==> config.mk <==
export PLATFORM = sky130hd
export DESIGN_NAME = pl_token_scanner_core
export DESIGN_NICKNAME = d
export VERILOG_FILES = /design/src/plts_pkg.sv /design/src/plts_ram.sv /design/src/plts_cmd_fifo.sv /design/src/plts_front.sv /design/src/plts_back.sv /design/src/pl_token_scanner_core.sv
export SDC_FILE = /design/constraint.sdc
export NUM_CORES = 1
export LEC_CHECK = 0
export BUFFER_PORTS_ARGS = -buffer_cell sky130_fd_sc_hd__buf_2
export CAP_MARGIN = 0
export CORE_ASPECT_RATIO = 0.7
export CORE_MARGIN = 4
export CORE_UTILIZATION = 65
export CTS_BUF_LIST = sky130_fd_sc_hd__clkbuf_4
export DETAILED_ROUTE_END_ITERATION = 12
export PLACE_DENSITY = 0.82
export SYNTH_ARGS = -nofsm -noshare
export SYNTH_HDL_FRONTEND = slang
export SYNTH_SLANG_ARGS = --single-unit
==> constraint.sdc <==
create_clock -name i_clk -period 14.4 [get_ports i_clk]
set_clock_uncertainty 0.05 [all_clocks]
set_input_delay 0.72 -clock i_clk [delete_from_list [all_inputs] [get_ports i_clk]]
set_output_delay 0.72 -clock i_clk [all_outputs]
set_load 0.01 [all_outputs]
==> src/plts_pkg.sv <==
// ----------------------------------------------------------------------------
// plts_pkg
// Shared types and constants of the token scanner: token kinds, the command
// word passed from the front end to the back end, and the run-done status.
// ----------------------------------------------------------------------------
package plts_pkg;

    // lexeme buffer length, default and upper bound of its count width
    localparam int LEX_MAX_DEF   = 32;
    localparam int CNT_W         = 6;   // holds counts up to 63
    localparam int CMD_DEPTH_DEF = 2;

    localparam logic [30:0] VAL_MAX = 31'h7FFF_FFFF;

    typedef enum logic [3:0] {
        K_READ   = 4'd0,
        K_WRITE  = 4'd1,
        K_ID     = 4'd2,
        K_NUMBER = 4'd3,
        K_LPAREN = 4'd4,
        K_RPAREN = 4'd5,
        K_SEMI   = 4'd6,
        K_COMMA  = 4'd7,
        K_ASSIGN = 4'd8,
        K_PLUS   = 4'd9,
        K_MINUS  = 4'd10,
        K_TIMES  = 4'd11,
        K_DIV    = 4'd12,
        K_EOF    = 4'd13,
        K_ERROR  = 4'd14
    } t_kind;

    // one token for the back end; run = identifier bytes to be read back
    typedef struct packed {
        t_kind              kind;
        logic [30:0]        value;
        logic [7:0]         ch;
        logic               trunc;
        logic               run;
        logic               bank;
        logic [CNT_W-1:0]   len;
    } t_cmd;

    // back end has finished reading a lexeme bank
    typedef struct packed {
        logic valid;
        logic bank;
    } t_done;

endpackage

==> src/plts_ram.sv <==
// ----------------------------------------------------------------------------
// plts_ram
// Generic simple dual-port RAM: one write port, one read port, registered
// read data that holds while no read is enabled.
// ----------------------------------------------------------------------------
module plts_ram #(
    parameter int WIDTH = 8,
    parameter int DEPTH = 64
) (
    input  logic                     i_clk,
    input  logic                     i_we,
    input  logic [$clog2(DEPTH)-1:0] i_waddr,
    input  logic [WIDTH-1:0]         i_wdata,
    input  logic                     i_re,
    input  logic [$clog2(DEPTH)-1:0] i_raddr,
    output logic [WIDTH-1:0]         o_rdata
);

    logic [WIDTH-1:0] r_mem [DEPTH];
    logic [WIDTH-1:0] r_rdata;

    always_ff @(posedge i_clk) begin
        if (i_we) begin
            r_mem[i_waddr] <= i_wdata;
        end
        if (i_re) begin
            r_rdata <= r_mem[i_raddr];
        end
    end

    assign o_rdata = r_rdata;

endmodule

==> src/plts_cmd_fifo.sv <==
// ----------------------------------------------------------------------------
// plts_cmd_fifo
// Short command queue between the front end and the back end.
// ----------------------------------------------------------------------------
module plts_cmd_fifo #(
    parameter int DEPTH = plts_pkg::CMD_DEPTH_DEF
) (
    input  logic            i_clk,
    input  logic            i_rst_n,
    input  logic            i_push,
    input  plts_pkg::t_cmd  i_data,
    output logic            o_full,
    input  logic            i_pop,
    output logic            o_empty,
    output plts_pkg::t_cmd  o_head
);

    localparam int PW = (DEPTH > 1) ? $clog2(DEPTH) : 1;
    localparam int CW = $clog2(DEPTH + 1);

    plts_pkg::t_cmd r_slot [DEPTH];
    logic [PW-1:0]  r_wptr, r_rptr;
    logic [CW-1:0]  r_cnt;

    logic do_push, do_pop;

    assign o_full  = (r_cnt == CW'(DEPTH));
    assign o_empty = (r_cnt == '0);
    assign do_push = i_push && !o_full;
    assign do_pop  = i_pop && !o_empty;
    assign o_head  = r_slot[r_rptr];

    always_ff @(posedge i_clk) begin
        if (do_push) begin
            r_slot[r_wptr] <= i_data;
        end
        if (!i_rst_n) begin
            r_wptr <= '0;
            r_rptr <= '0;
            r_cnt  <= '0;
        end else begin
            if (do_push) begin
                r_wptr <= (r_wptr == PW'(DEPTH - 1)) ? '0 : r_wptr + 1'b1;
            end
            if (do_pop) begin
                r_rptr <= (r_rptr == PW'(DEPTH - 1)) ? '0 : r_rptr + 1'b1;
            end
            if (do_push && !do_pop) begin
                r_cnt <= r_cnt + 1'b1;
            end else if (do_pop && !do_push) begin
                r_cnt <= r_cnt - 1'b1;
            end
        end
    end

endmodule

==> src/plts_front.sv <==
// ----------------------------------------------------------------------------
// plts_front
// Front end: classify each byte, track the scan mode, build numbers, write
// lexeme bytes into a ping-pong buffer and issue token commands.
// ----------------------------------------------------------------------------
module plts_front #(
    parameter int LEX_MAX = plts_pkg::LEX_MAX_DEF
) (
    input  logic                          i_clk,
    input  logic                          i_rst_n,
    input  logic                          push,
    output logic                          full,
    input  logic [7:0]                    i_char_in,
    input  logic                          i_end_of_input,
    // command queue
    output logic                          o_cmd_push,
    output plts_pkg::t_cmd                o_cmd,
    input  logic                          i_cmd_full,
    // lexeme buffer write
    output logic                          o_we,
    output logic [$clog2(2*LEX_MAX)-1:0]  o_waddr,
    output logic [7:0]                    o_wdata,
    input  plts_pkg::t_done               i_done
);

    localparam int CW = $clog2(LEX_MAX + 1);
    localparam int AW = $clog2(2 * LEX_MAX);

    localparam logic [7:0] CH_PLUS   = 8'h2B;
    localparam logic [7:0] CH_MINUS  = 8'h2D;
    localparam logic [7:0] CH_STAR   = 8'h2A;
    localparam logic [7:0] CH_SLASH  = 8'h2F;
    localparam logic [7:0] CH_SEMI   = 8'h3B;
    localparam logic [7:0] CH_COMMA  = 8'h2C;
    localparam logic [7:0] CH_LPAREN = 8'h28;
    localparam logic [7:0] CH_RPAREN = 8'h29;
    localparam logic [7:0] CH_COLON  = 8'h3A;
    localparam logic [7:0] CH_EQUAL  = 8'h3D;
    localparam logic [7:0] CH_UNDER  = 8'h5F;
    localparam logic [7:0] CH_ZERO   = 8'h30;

    typedef enum logic [1:0] {
        M_IDLE,
        M_IDENT,
        M_NUMBER,
        M_COLON
    } t_mode;

    function automatic logic is_letter(input logic [7:0] c);
        return (c >= 8'h61 && c <= 8'h7A) || (c >= 8'h41 && c <= 8'h5A) ||
               (c == CH_UNDER);
    endfunction

    function automatic logic is_digit(input logic [7:0] c);
        return (c >= CH_ZERO && c <= 8'h39);
    endfunction

    function automatic logic is_space(input logic [7:0] c);
        return (c == 8'h20) || (c >= 8'h09 && c <= 8'h0D);
    endfunction

    // expected keyword byte at a lexeme position
    function automatic logic [7:0] kw_read_ch(input logic [CW-1:0] k);
        logic [7:0] ch;
        ch = 8'h00;
        case (k)
            CW'(0):  ch = 8'h72;
            CW'(1):  ch = 8'h65;
            CW'(2):  ch = 8'h61;
            CW'(3):  ch = 8'h64;
            default: ch = 8'h00;
        endcase
        return ch;
    endfunction

    function automatic logic [7:0] kw_write_ch(input logic [CW-1:0] k);
        logic [7:0] ch;
        ch = 8'h00;
        case (k)
            CW'(0):  ch = 8'h77;
            CW'(1):  ch = 8'h72;
            CW'(2):  ch = 8'h69;
            CW'(3):  ch = 8'h74;
            CW'(4):  ch = 8'h65;
            default: ch = 8'h00;
        endcase
        return ch;
    endfunction

    t_mode           r_mode, n_mode;
    logic [CW-1:0]   r_cnt, n_cnt;
    logic [30:0]     r_val, n_val;
    logic            r_ovf, n_ovf;
    logic            r_mrd, n_mrd;
    logic            r_mwr, n_mwr;
    logic            r_wbank, n_wbank;
    logic [1:0]      r_busy, n_busy;
    logic            r_pend, n_pend;
    plts_pkg::t_cmd  r_pend_cmd, n_pend_cmd;

    logic            accept;
    logic            do_flush, do_clear, do_idle, do_append;
    logic            flush_run, kw_rd, kw_wr;
    logic            a_v, b_v;
    plts_pkg::t_cmd  a_cmd, b_cmd, flush_cmd;
    logic [34:0]     v10;
    logic [30:0]     digit;

    assign full   = r_pend || i_cmd_full || r_busy[r_wbank] ||
                    (r_mode == M_IDENT && r_busy[~r_wbank]);
    assign accept = push && !full;
    assign digit  = {23'd0, i_char_in - CH_ZERO};
    assign v10    = {1'b0, r_val, 3'b000} + {3'b000, r_val, 1'b0} + {4'd0, digit};

    // pending token as it would be flushed now
    always_comb begin
        kw_rd     = !r_ovf && (r_cnt == CW'(4)) && r_mrd;
        kw_wr     = !r_ovf && (r_cnt == CW'(5)) && r_mwr;
        flush_run = 1'b0;
        flush_cmd = '{kind: plts_pkg::K_ERROR, value: '0, ch: '0, trunc: 1'b0,
                      run: 1'b0, bank: r_wbank, len: '0};
        unique case (r_mode)
            M_IDENT: begin
                if (kw_rd) begin
                    flush_cmd.kind = plts_pkg::K_READ;
                end else if (kw_wr) begin
                    flush_cmd.kind = plts_pkg::K_WRITE;
                end else begin
                    flush_run       = 1'b1;
                    flush_cmd.kind  = plts_pkg::K_ID;
                    flush_cmd.run   = 1'b1;
                    flush_cmd.trunc = r_ovf;
                    flush_cmd.len   = plts_pkg::CNT_W'(r_cnt);
                end
            end
            M_NUMBER: begin
                flush_cmd.kind  = plts_pkg::K_NUMBER;
                flush_cmd.value = r_val;
            end
            M_COLON: begin
                flush_cmd.ch = CH_COLON;
            end
            M_IDLE: begin
                flush_cmd.kind = plts_pkg::K_ERROR;
            end
            default: begin
                flush_cmd.kind = plts_pkg::K_ERROR;
            end
        endcase
    end

    always_comb begin
        n_mode     = r_mode;
        n_cnt      = r_cnt;
        n_val      = r_val;
        n_ovf      = r_ovf;
        n_mrd      = r_mrd;
        n_mwr      = r_mwr;
        n_wbank    = r_wbank;
        n_busy     = r_busy;
        n_pend     = r_pend;
        n_pend_cmd = r_pend_cmd;
        do_flush   = 1'b0;
        do_clear   = 1'b0;
        do_idle    = 1'b0;
        do_append  = 1'b0;
        a_v        = 1'b0;
        b_v        = 1'b0;
        a_cmd      = flush_cmd;
        b_cmd      = '{kind: plts_pkg::K_EOF, value: '0, ch: '0, trunc: 1'b0,
                       run: 1'b0, bank: 1'b0, len: '0};
        o_we       = 1'b0;
        o_waddr    = '0;
        o_wdata    = i_char_in;
        o_cmd_push = 1'b0;
        o_cmd      = r_pend_cmd;

        if (i_done.valid) begin
            n_busy[i_done.bank] = 1'b0;
        end

        if (accept) begin
            if (i_end_of_input) begin
                do_flush = (r_mode != M_IDLE);
                do_clear = 1'b1;
                b_v      = 1'b1;
            end else begin
                unique case (r_mode)
                    M_IDENT: begin
                        if (is_letter(i_char_in) || is_digit(i_char_in)) begin
                            do_append = 1'b1;
                        end else begin
                            do_flush = 1'b1;
                            do_idle  = 1'b1;
                        end
                    end
                    M_NUMBER: begin
                        if (is_digit(i_char_in)) begin
                            n_val     = (v10 > {4'd0, plts_pkg::VAL_MAX}) ?
                                        plts_pkg::VAL_MAX : v10[30:0];
                            do_append = 1'b1;
                        end else if (is_letter(i_char_in)) begin
                            n_mode    = M_IDENT;
                            n_val     = '0;
                            do_append = 1'b1;
                        end else begin
                            do_flush = 1'b1;
                            do_idle  = 1'b1;
                        end
                    end
                    M_COLON: begin
                        if (i_char_in == CH_EQUAL) begin
                            do_clear   = 1'b1;
                            b_v        = 1'b1;
                            b_cmd.kind = plts_pkg::K_ASSIGN;
                        end else begin
                            do_flush = 1'b1;
                            do_idle  = 1'b1;
                        end
                    end
                    M_IDLE: begin
                        do_idle = 1'b1;
                    end
                    default: begin
                        do_idle = 1'b1;
                    end
                endcase
            end
        end

        // retire the pending token; a lexeme run locks its bank until read back
        if (do_flush) begin
            a_v = 1'b1;
            if (flush_run) begin
                n_busy[r_wbank] = 1'b1;
                n_wbank         = ~r_wbank;
            end
        end
        if (do_flush || do_clear) begin
            n_mode = M_IDLE;
            n_cnt  = '0;
            n_val  = '0;
            n_ovf  = 1'b0;
            n_mrd  = 1'b1;
            n_mwr  = 1'b1;
        end

        // start of a fresh token
        if (do_idle && !is_space(i_char_in)) begin
            if (is_letter(i_char_in)) begin
                n_mode    = M_IDENT;
                do_append = 1'b1;
            end else if (is_digit(i_char_in)) begin
                n_mode    = M_NUMBER;
                n_val     = digit;
                do_append = 1'b1;
            end else begin
                b_v = 1'b1;
                case (i_char_in)
                    CH_PLUS:   b_cmd.kind = plts_pkg::K_PLUS;
                    CH_MINUS:  b_cmd.kind = plts_pkg::K_MINUS;
                    CH_STAR:   b_cmd.kind = plts_pkg::K_TIMES;
                    CH_SLASH:  b_cmd.kind = plts_pkg::K_DIV;
                    CH_SEMI:   b_cmd.kind = plts_pkg::K_SEMI;
                    CH_COMMA:  b_cmd.kind = plts_pkg::K_COMMA;
                    CH_LPAREN: b_cmd.kind = plts_pkg::K_LPAREN;
                    CH_RPAREN: b_cmd.kind = plts_pkg::K_RPAREN;
                    CH_COLON: begin
                        n_mode = M_COLON;
                        b_v    = 1'b0;
                    end
                    default: begin
                        b_cmd.kind = plts_pkg::K_ERROR;
                        b_cmd.ch   = i_char_in;
                    end
                endcase
            end
        end

        // append to the lexeme buffer, drop and flag past its end
        if (do_append) begin
            if (n_cnt < CW'(LEX_MAX)) begin
                o_we    = 1'b1;
                o_waddr = n_wbank ? AW'(LEX_MAX) + AW'(n_cnt) : AW'(n_cnt);
                n_mrd   = n_mrd && (i_char_in == kw_read_ch(n_cnt));
                n_mwr   = n_mwr && (i_char_in == kw_write_ch(n_cnt));
                n_cnt   = n_cnt + 1'b1;
            end else begin
                n_ovf = 1'b1;
            end
        end

        // issue commands: the second one of a pair waits in the pending register
        if (r_pend) begin
            o_cmd_push = !i_cmd_full;
            o_cmd      = r_pend_cmd;
            n_pend     = i_cmd_full;
        end else if (a_v) begin
            o_cmd_push = 1'b1;
            o_cmd      = a_cmd;
            n_pend     = b_v;
            n_pend_cmd = b_cmd;
        end else if (b_v) begin
            o_cmd_push = 1'b1;
            o_cmd      = b_cmd;
        end
    end

    always_ff @(posedge i_clk) begin
        r_val      <= n_val;
        r_mrd      <= n_mrd;
        r_mwr      <= n_mwr;
        r_pend_cmd <= n_pend_cmd;
        if (!i_rst_n) begin
            r_mode  <= M_IDLE;
            r_cnt   <= '0;
            r_val   <= '0;
            r_ovf   <= 1'b0;
            r_mrd   <= 1'b1;
            r_mwr   <= 1'b1;
            r_wbank <= 1'b0;
            r_busy  <= '0;
            r_pend  <= 1'b0;
        end else begin
            r_mode  <= n_mode;
            r_cnt   <= n_cnt;
            r_ovf   <= n_ovf;
            r_wbank <= n_wbank;
            r_busy  <= n_busy;
            r_pend  <= n_pend;
        end
    end

endmodule

==> src/plts_back.sv <==
// ----------------------------------------------------------------------------
// plts_back
// Back end: take commands from the queue, read identifier runs back from
// the lexeme buffer and present results through an output register.
// ----------------------------------------------------------------------------
module plts_back #(
    parameter int LEX_MAX = plts_pkg::LEX_MAX_DEF
) (
    input  logic                          i_clk,
    input  logic                          i_rst_n,
    input  logic                          i_cmd_empty,
    input  plts_pkg::t_cmd                i_cmd,
    output logic                          o_cmd_pop,
    output logic                          o_re,
    output logic [$clog2(2*LEX_MAX)-1:0]  o_raddr,
    input  logic [7:0]                    i_rdata,
    output plts_pkg::t_done               o_done,
    output logic                          empty,
    input  logic                          pop,
    output logic [3:0]                    o_token_kind,
    output logic [30:0]                   o_number_value,
    output logic [7:0]                    o_char_out,
    output logic                          o_truncated,
    output logic                          o_last
);

    localparam int CW = $clog2(LEX_MAX + 1);
    localparam int AW = $clog2(2 * LEX_MAX);

    typedef enum logic [1:0] {
        S_IDLE,
        S_REQ,
        S_WAIT
    } t_state;

    t_state          r_state;
    logic [CW-1:0]   r_idx;
    logic [CW-1:0]   r_len;
    logic            r_bank;
    logic            r_trunc;
    logic            r_out_valid;
    plts_pkg::t_kind r_kind;
    logic [30:0]     r_value;
    logic [7:0]      r_ch;
    logic            r_otrunc;
    logic            r_last;
    plts_pkg::t_done r_done;

    logic out_free;
    logic run_last;

    assign out_free  = !r_out_valid || pop;
    assign run_last  = (r_idx + 1'b1) == r_len;
    assign o_cmd_pop = (r_state == S_IDLE) && !i_cmd_empty && (i_cmd.run || out_free);
    assign o_re      = (r_state == S_REQ);
    assign o_raddr   = r_bank ? AW'(LEX_MAX) + AW'(r_idx) : AW'(r_idx);
    assign o_done    = r_done;

    assign empty          = !r_out_valid;
    assign o_token_kind   = r_kind;
    assign o_number_value = r_value;
    assign o_char_out     = r_ch;
    assign o_truncated    = r_otrunc;
    assign o_last         = r_last;

    always_ff @(posedge i_clk) begin
        if (!i_rst_n) begin
            r_state     <= S_IDLE;
            r_out_valid <= 1'b0;
            r_done      <= '0;
        end else begin
            r_done.valid <= 1'b0;
            if (pop && r_out_valid) begin
                r_out_valid <= 1'b0;
            end
            unique case (r_state)
                S_IDLE: begin
                    if (o_cmd_pop) begin
                        if (i_cmd.run) begin
                            r_idx   <= '0;
                            r_len   <= CW'(i_cmd.len);
                            r_bank  <= i_cmd.bank;
                            r_trunc <= i_cmd.trunc;
                            r_state <= S_REQ;
                        end else begin
                            r_out_valid <= 1'b1;
                            r_kind      <= i_cmd.kind;
                            r_value     <= i_cmd.value;
                            r_ch        <= i_cmd.ch;
                            r_otrunc    <= i_cmd.trunc;
                            r_last      <= 1'b1;
                        end
                    end
                end
                S_REQ: begin
                    r_state <= S_WAIT;
                end
                S_WAIT: begin
                    if (out_free) begin
                        r_out_valid <= 1'b1;
                        r_kind      <= plts_pkg::K_ID;
                        r_value     <= '0;
                        r_ch        <= i_rdata;
                        r_otrunc    <= r_trunc;
                        r_last      <= run_last;
                        if (run_last) begin
                            r_done.valid <= 1'b1;
                            r_done.bank  <= r_bank;
                            r_state      <= S_IDLE;
                        end else begin
                            r_idx   <= r_idx + 1'b1;
                            r_state <= S_REQ;
                        end
                    end
                end
                default: begin
                    r_state <= S_IDLE;
                end
            endcase
        end
    end

endmodule

==> src/pl_token_scanner_core.sv <==
// ----------------------------------------------------------------------------
// pl_token_scanner_core
// Streaming lexical scanner: source bytes in, token words out.
// ----------------------------------------------------------------------------
// Path: a single-word token goes into the command queue, then into the
//   output register, once the word that completes it is taken.
// Throughput: one input word a cycle while a token builds and full is low; a
//   word that closes a token and is a token itself issues two commands.
// Identifier runs leave one byte at a time (buffer read, then output
//   register load); the next run waits for its buffer bank.
// Reset: synchronous, active low; clears scan and queue state. The lexeme
//   buffer is not cleared and needs no clearing pass.
// ----------------------------------------------------------------------------
module pl_token_scanner_core #(
    parameter int LEX_MAX   = plts_pkg::LEX_MAX_DEF,
    parameter int CMD_DEPTH = plts_pkg::CMD_DEPTH_DEF
) (
    input  logic        i_clk,
    input  logic        i_rst_n,
    // input word: source byte or end-of-input marker
    input  logic        push,
    output logic        full,
    input  logic [7:0]  i_char_in,
    input  logic        i_end_of_input,
    // result word
    output logic        empty,
    input  logic        pop,
    output logic [3:0]  o_token_kind,
    output logic [30:0] o_number_value,
    output logic [7:0]  o_char_out,
    output logic        o_truncated,
    output logic        o_last
);

    localparam int AW = $clog2(2 * LEX_MAX);

    // front end to command queue
    logic            cmd_push;
    plts_pkg::t_cmd  cmd_in;
    logic            cmd_full;
    // command queue to back end
    logic            cmd_pop;
    logic            cmd_empty;
    plts_pkg::t_cmd  cmd_head;
    // lexeme buffer ports: two banks, front writes one while back reads the other
    logic            buf_we;
    logic [AW-1:0]   buf_waddr;
    logic [7:0]      buf_wdata;
    logic            buf_re;
    logic [AW-1:0]   buf_raddr;
    logic [7:0]      buf_rdata;
    // bank release from back end
    plts_pkg::t_done run_done;

    // Classify bytes, keep scan mode, write lexeme bytes, issue commands.
    plts_front #(
        .LEX_MAX (LEX_MAX)
    ) u_front (
        .i_clk          (i_clk),
        .i_rst_n        (i_rst_n),
        .push           (push),
        .full           (full),
        .i_char_in      (i_char_in),
        .i_end_of_input (i_end_of_input),
        .o_cmd_push     (cmd_push),
        .o_cmd          (cmd_in),
        .i_cmd_full     (cmd_full),
        .o_we           (buf_we),
        .o_waddr        (buf_waddr),
        .o_wdata        (buf_wdata),
        .i_done         (run_done)
    );

    // Decouple the two halves so each can stall on its own.
    plts_cmd_fifo #(
        .DEPTH (CMD_DEPTH)
    ) u_cmd_fifo (
        .i_clk   (i_clk),
        .i_rst_n (i_rst_n),
        .i_push  (cmd_push),
        .i_data  (cmd_in),
        .o_full  (cmd_full),
        .i_pop   (cmd_pop),
        .o_empty (cmd_empty),
        .o_head  (cmd_head)
    );

    // Ping-pong lexeme buffer, LEX_MAX bytes a bank.
    plts_ram #(
        .WIDTH (8),
        .DEPTH (2 * LEX_MAX)
    ) u_lex_ram (
        .i_clk   (i_clk),
        .i_we    (buf_we),
        .i_waddr (buf_waddr),
        .i_wdata (buf_wdata),
        .i_re    (buf_re),
        .i_raddr (buf_raddr),
        .o_rdata (buf_rdata)
    );

    // Carry out commands and hold the result word until popped.
    plts_back #(
        .LEX_MAX (LEX_MAX)
    ) u_back (
        .i_clk          (i_clk),
        .i_rst_n        (i_rst_n),
        .i_cmd_empty    (cmd_empty),
        .i_cmd          (cmd_head),
        .o_cmd_pop      (cmd_pop),
        .o_re           (buf_re),
        .o_raddr        (buf_raddr),
        .i_rdata        (buf_rdata),
        .o_done         (run_done),
        .empty          (empty),
        .pop            (pop),
        .o_token_kind   (o_token_kind),
        .o_number_value (o_number_value),
        .o_char_out     (o_char_out),
        .o_truncated    (o_truncated),
        .o_last         (o_last)
    );

endmodule

=== Yosys cells after proc, flatten, opt, wreduce, memory -nomap -nowiden ===
Memory sizes are Yosys's and may differ from the RTL's. A register that Yosys moved wholly into a read port is not among the register bits.
Cells that the tools add are included.

* Register bits: 126
* RAM bits: 616
* Input port bits: 13
* Output and inout bits: 47
* Memories: 2

* Add/subtract/negate cells: 11
* $lt $le $gt $ge: 15
* Eq/ne operators: 32
* Muxes and demuxes: 165
* Bitwise logic cells: 5
* Reductions and logical operators: 55

{| class="wikitable"
|+ Memories
! name !! words !! bits a word !! rd ports !! clocked after Yosys merged registers in !! wr ports !! line !! RTL
|-
| u_lex_ram.r_mem || 64 || 8 || 1 || 1 || 1 || plts_ram.sv:19 || <nowiki>logic [WIDTH-1:0] r_mem [DEPTH];</nowiki>
|-
| u_cmd_fifo.r_slot || 2 || 52 || 1 || 1 || 1 || plts_cmd_fifo.sv:21 || <nowiki>plts_pkg::t_cmd r_slot [DEPTH];</nowiki>
|}

{| class="wikitable"
|+ Operator list
! kind !! count
|-
| $mux W31 || 14
|-
| $mux W52 || 3
|-
| $mux W6 || 15
|-
| $eq A8 B6 Y1 const B || 11
|-
| $mux W8 || 11
|-
| $mux W1 || 71
|-
| $pmux W31 S2 || 1
|-
| $mux W2 || 24
|-
| $mux W4 || 9
|-
| $pmux W4 S9 || 1
|-
| $add A34 B32 Y35 || 1
|-
| $add A35 B8 Y35 || 1
|-
| $gt A35 B31 Y1 const B || 1
|-
| $pmux W7 S5 || 1
|-
| $pmux W7 S4 || 1
|-
| $logic_and A1 B1 Y1 || 22
|-
| $eq A6 B3 Y1 const B || 3
|-
| $eq A8 B8 Y1 || 2
|-
| $ge A8 B7 Y1 const B || 2
|-
| $le A8 B7 Y1 const B || 2
|-
| $pmux W4 S2 || 2
|-
| $pmux W8 S2 || 1
|-
| $add A6 B1 Y6 const B || 2
|-
| $add A6 B6 Y6 const A || 2
|-
| 41 further kinds || 80
|}

=== Depth between registers and ports, before layout ===
* Word-level depth: 19
* Mapped depth: 19
* Gate-level depth less buffers: 17

=== Modules after synthesis ===
Synthesis repeated with hierarchy kept, for this count alone.

* Cells, all modules: 2,150
* Area, all modules: 33,568.4 um^2

{| class="wikitable"
|+ Modules (own cells, without submodules)
! module !! times used !! cells an instance !! area an instance (um^2) !! sequential area each (um^2)
|-
| plts_ram || 1 || 972 || 20,270.7 || 15,615.0
|-
| plts_front || 1 || 821 || 6,706.4 || 1,281.2
|-
| plts_cmd_fifo || 1 || 187 || 3,985.1 || 3,223.1
|-
| plts_back || 1 || 170 || 2,606.2 || 1,871.8
|}

=== Least setup slack after synthesis ===
No wires, ideal clock.

* Path kind: input to register
* Start point: input i_rst_n
* End point: register u_back.r_ch[0], in the netlist u_back.o_char_out[0], enable pin
* Data arrival time: 5.930 ns
* Required time: 13.774 ns
* Slack: 7.844 ns
* Cell stages on the path: 3
* Path buffers: 2
* Cells stage by stage: clkbuf_1 clkbuf_1 nor4b_1

* Cells in the longest elaborated chain, start to end: 1

{| class="wikitable"
|+ RTL lines
! what !! line !! RTL
|-
| start: declaration || pl_token_scanner_core.sv:19 || <nowiki>input logic i_rst_n,</nowiki>
|-
| $reduce_and A5 Y1 (no line) || -- ||
|-
| end signal: assignment || plts_back.sv:89 || <nowiki>r_ch <= i_cmd.ch;</nowiki>
|-
| end signal: assignment || plts_back.sv:103 || <nowiki>r_ch <= i_rdata;</nowiki>
|-
| end: declaration || plts_back.sv:44 || <nowiki>logic [7:0] r_ch;</nowiki>
|}

No other way between the ends.
A chain may end at the register's enable or synchronous reset.

=== Worst setup path after layout ===
* Start point: input i_char_in[4]
* End point: register u_front.r_val[12]

* Cells in the longest elaborated chain, start to end: 14
* Elaborated cells on any way between the ends: 49
* Those cells by class: 2 x add/sub; 9 x order compare; 3 x eq/ne; 24 x mux; 11 x reduce/logical

{| class="wikitable"
|+ RTL lines
! what !! line !! RTL
|-
| start: declaration || pl_token_scanner_core.sv:23 || <nowiki>input logic [7:0] i_char_in,</nowiki>
|-
| branches (longest 13 deep; another with $add A35 B8 Y35) || -- ||
|-
| $mux W31 (*) || plts_front.sv:249 || <nowiki>if (do_idle && !is_space(i_char_in)) begin</nowiki>
|-
| end signal: assignment || plts_front.sv:310 || <nowiki>r_val <= n_val;</nowiki>
|-
| end: declaration || plts_front.sv:92 || <nowiki>logic [30:0] r_val, n_val;</nowiki>
|}

Every way passes the cells marked *.

==> out/results.ini <==
[outcome]
outcome=finished clean

[critical_path]
critical_path_class=input pin to flip-flop
reg2reg_from=u_front.r_wbank$_SDFF_PN0_
arrival_ps=6070
cp_slowest_cell=a2111oi_1
critPathCaptureType=flip-flop
r2r-end=u_lex_ram.r_mem[17][2]$_DFFE_PP_
slowest_delay_ps=760
cp_common_cell=inv_1
crit_fanout=78
crit_required_ps=15070
timing.critical_path.from_type=input pin
worstPathCellList=buf_2 > buf_4 > inv_1 > ha_1 > inv_1 > fa_1 > inv_1 > ha_1 > nand3_1 > o211ai_1 > a211oi_2 > a2111oi_1 > o21ba_2 > o21ai_0 > a2111oi_4 > buf_4 > a211oi_1
reg2reg_depth=7
worst-r2r-setup-slack_ps=9410

[sta]
relSlewSlack=0.122
finalHoldWorstSlack_ps=212
finalSetupViolCount=0
period_minus_slack_ps=5400
finalSetupTns_ps=0
rsz0062_at_grt=no
finalHoldViolCount=0
worstMarginPinSlew_ps=1310
finalMaxSlewViolations=0
setup_slack_ps=9000
fmax_mhz=185
final.period_utilization=0.375

[place]
pre_cts_ws_ps=8170
place.gp.congestion=0.930
post-dp-hpwl_um=49400
place_area_sq_um=33600
port_buffers=59

[synthesis]
async_flop_share=0
synth_edf_count=695
synth.area.top_cells=edfxtp_1 (64%), mux4_2 (12%), dfxtp_1 (3.4%), ha_1 (2.8%), nor2_1 (1.8%)
synth_flop_cell=edfxtp_1
synth_seq_cells=751
synth_nets=2086
synth_top_area_share=0.638
yosysUniqueCellTypes=84
synth_seq_area_share=0.673
avgSynthCellArea_sq_um=16.4
synth_commonest_cells=edfxtp_1 (695), mux4_2 (168), nor2_1 (158)
synth_warnings=0
synthCells=1994
yosysMostFrequentCell=edfxtp_1
synth_top_area_cell=edfxtp_1
syn_area_sq_um=32700

[global_route]
antenna_found_initial=4
grt_max_degree=79
grt_pass1_vias=19129
grt-busiest-layer=met1
grt_pass1_wl_um=117000
grt_util_met1=0.433
met2_usage=0.395
grtUsageTotal=0.286
grt_use_met3=0.114
grt-ovfl-total=0

[hold_path]
holdCritStartpoint=i_char_in[0]
holdPathStages=1
hold-path-endpoint=u_lex_ram.r_mem[29][0]$_DFFE_PP_
hp-class=input pin to flip-flop

[drt]
drc=0
routed_wl_um=76500
drt-initial-drc-count=2403
first_pass_iters=6
vias=19280
drt-vias-per-instance=6.55
drt-wirelength-per-cell_um=26.0
ant_nets=0

[floorplanning]
io_pins=60
num_rows=68
dieHeight_um=196
die_w_um=276
initial_core_util=0.660
dieArea_sq_um=54000
core_sq_um=49500

[clock_network]
htreeDepth=4
cts_max_path_buffers=3
cts_resized=0
cts_sinks=751
cts_buffers=169
cts_tree=done
ctsHoldBuffers=0
clk_latency_ps=960
cts-root-buf=clkbuf_4
post_cts_buffers=0
clkTransAtPathRegs_ps=70

[layout]
layout.nets=2234
post-route-util=0.724
fillers=3051
final_cell_area_sq_um=35900
area_delta_synth_final_pct=9.68
drive_above_1_share=0.254

[flow_run]
maxCapViolCount=0

[power_and_ir_drop]
irDropWorstVdd_v=0.0000806
p_leak_uw=0.0122
power_density_nw_per_um2=136

flip-flops by register name, indices dropped and copies added, names as in the netlist, 4 cells and up, named ones only:
signal / cells
u_lex_ram.r_mem: 512
u_cmd_fifo.r_slot: 104
u_back.o_number_value: 31
u_front.r_val: 31
u_front.r_pend_cmd: 12
u_back.o_char_out: 8
u_lex_ram.o_rdata: 8
u_back.r_idx: 6
u_back.r_len: 6
u_front.r_cnt: 6
u_back.o_token_kind: 4
power by group:
| part | switching, uW | internal, uW |
|---|---|---|
| combinational | 370 | 245 |
| sequential | 35.0 | 2510 |
| clock | 829 | 876 |
worst max-delay path by stage:
stage,from,end,slack (ps),cells after the start
3_3_place_gp,i_char_in[4],u_front.r_val[12]$_SDFF_PN0_,8430,17
3_5_place_dp,i_char_in[4],u_front.r_val[12]$_SDFF_PN0_,8170,17
2_1_floorplan,i_rst_n,u_back.o_char_out[0]$_DFFE_PP_,7840,3
5_1_grt,i_char_in[4],u_front.r_val[12]$_SDFF_PN0_,8650,17
4_1_cts,i_char_in[4],u_front.r_val[12]$_SDFF_PN0_,9160,17
6_report,i_char_in[4],u_front.r_val[12]$_SDFF_PN0_,9000,17
through the flow:
stage,instances,total power [uW]
5_1_grt,2942,5060
3_3_place_gp,2636,3170
3_5_place_dp,2636,3200
4_1_cts,2939,4890
2_1_floorplan,1994,2990
6_report,2943,4860
kinds of logic (layout without fill, tap and decap cells):
| logic type | Yosys count | in the layout | synth area share |
|---|---|---|---|
| AND/OR/NAND/NOR | 443 | 443 | 0.0692 |
| multiplexers | 226 | 226 | 0.134 |
| adder cells (fa/ha/maj) | 79 | 79 | 0.0316 |
| flip-flops | 751 | 751 | 0.673 |
| other | 0 | 4 | 0 |
| buffers and inverters | 154 | 434 | 0.0184 |
| AO/OA/AOI/OAI | 292 | 292 | 0.0610 |
| XOR/XNOR | 49 | 49 | 0.0131 |
cell type report:
cell class	count	area, sq um	area share
Sequential cell	751	22000	0.613
Multi-Input combinational cell	1089	10100	0.282
Clock buffer	259	1940	0.0542
Tap cell	665	832	0.0232
Timing Repair Buffer	86	498	0.0139
Clock inverter	44	283	0.00789
Inverter	45	169	0.00471
Antenna cell	4	10.0	0.000279
layer usage:
layer	part of all wire	up-vias
met5	0.00017	-
met4	0.019	2
met3	0.14	132
met2	0.43	1135
met1	0.41	9658
li1	-	8353
placed cells by master (no fill, tap or decap), types with 6 or more instances in the layout:
| master | instances |
|---|---|
| a21oi_1 | 61 |
| nand4b_1 | 7 |
| o21a_1 | 7 |
| nand4_1 | 11 |
| ha_1 | 73 |
| a21o_1 | 14 |
| o21ai_0 | 59 |
| or3_1 | 12 |
| inv_1 | 44 |
| clkbuf_4 | 259 |
| nor2b_1 | 13 |
| mux2_2 | 9 |
| clkinv_1 | 30 |
| o211ai_1 | 6 |
| dfxtp_1 | 55 |
| or2_2 | 6 |
| mux2i_1 | 48 |
| a21boi_0 | 30 |
| a221oi_1 | 6 |
| or4_1 | 6 |
| nor3_1 | 21 |
| xor2_1 | 21 |
| nor2_1 | 156 |
| nand3_1 | 21 |
| nand2_1 | 65 |
| and3_1 | 45 |
| buf_2 | 59 |
| fa_1 | 6 |
| buf_4 | 27 |
| o221ai_1 | 6 |
| nor4_1 | 8 |
| a211oi_1 | 39 |
| edfxtp_1 | 695 |
| and2_1 | 25 |
| mux4_2 | 168 |
| xnor2_1 | 28 |
| nand2b_1 | 12 |
| nor2_2 | 8 |
critical path: cells and delay by family:
family          cells  cell delay, ps
compound gates      7            2470
buf+inv             6            1440
fa+ha+maj           3            1280
simple gates        1             100
Power figures use the tool's default switching activity.
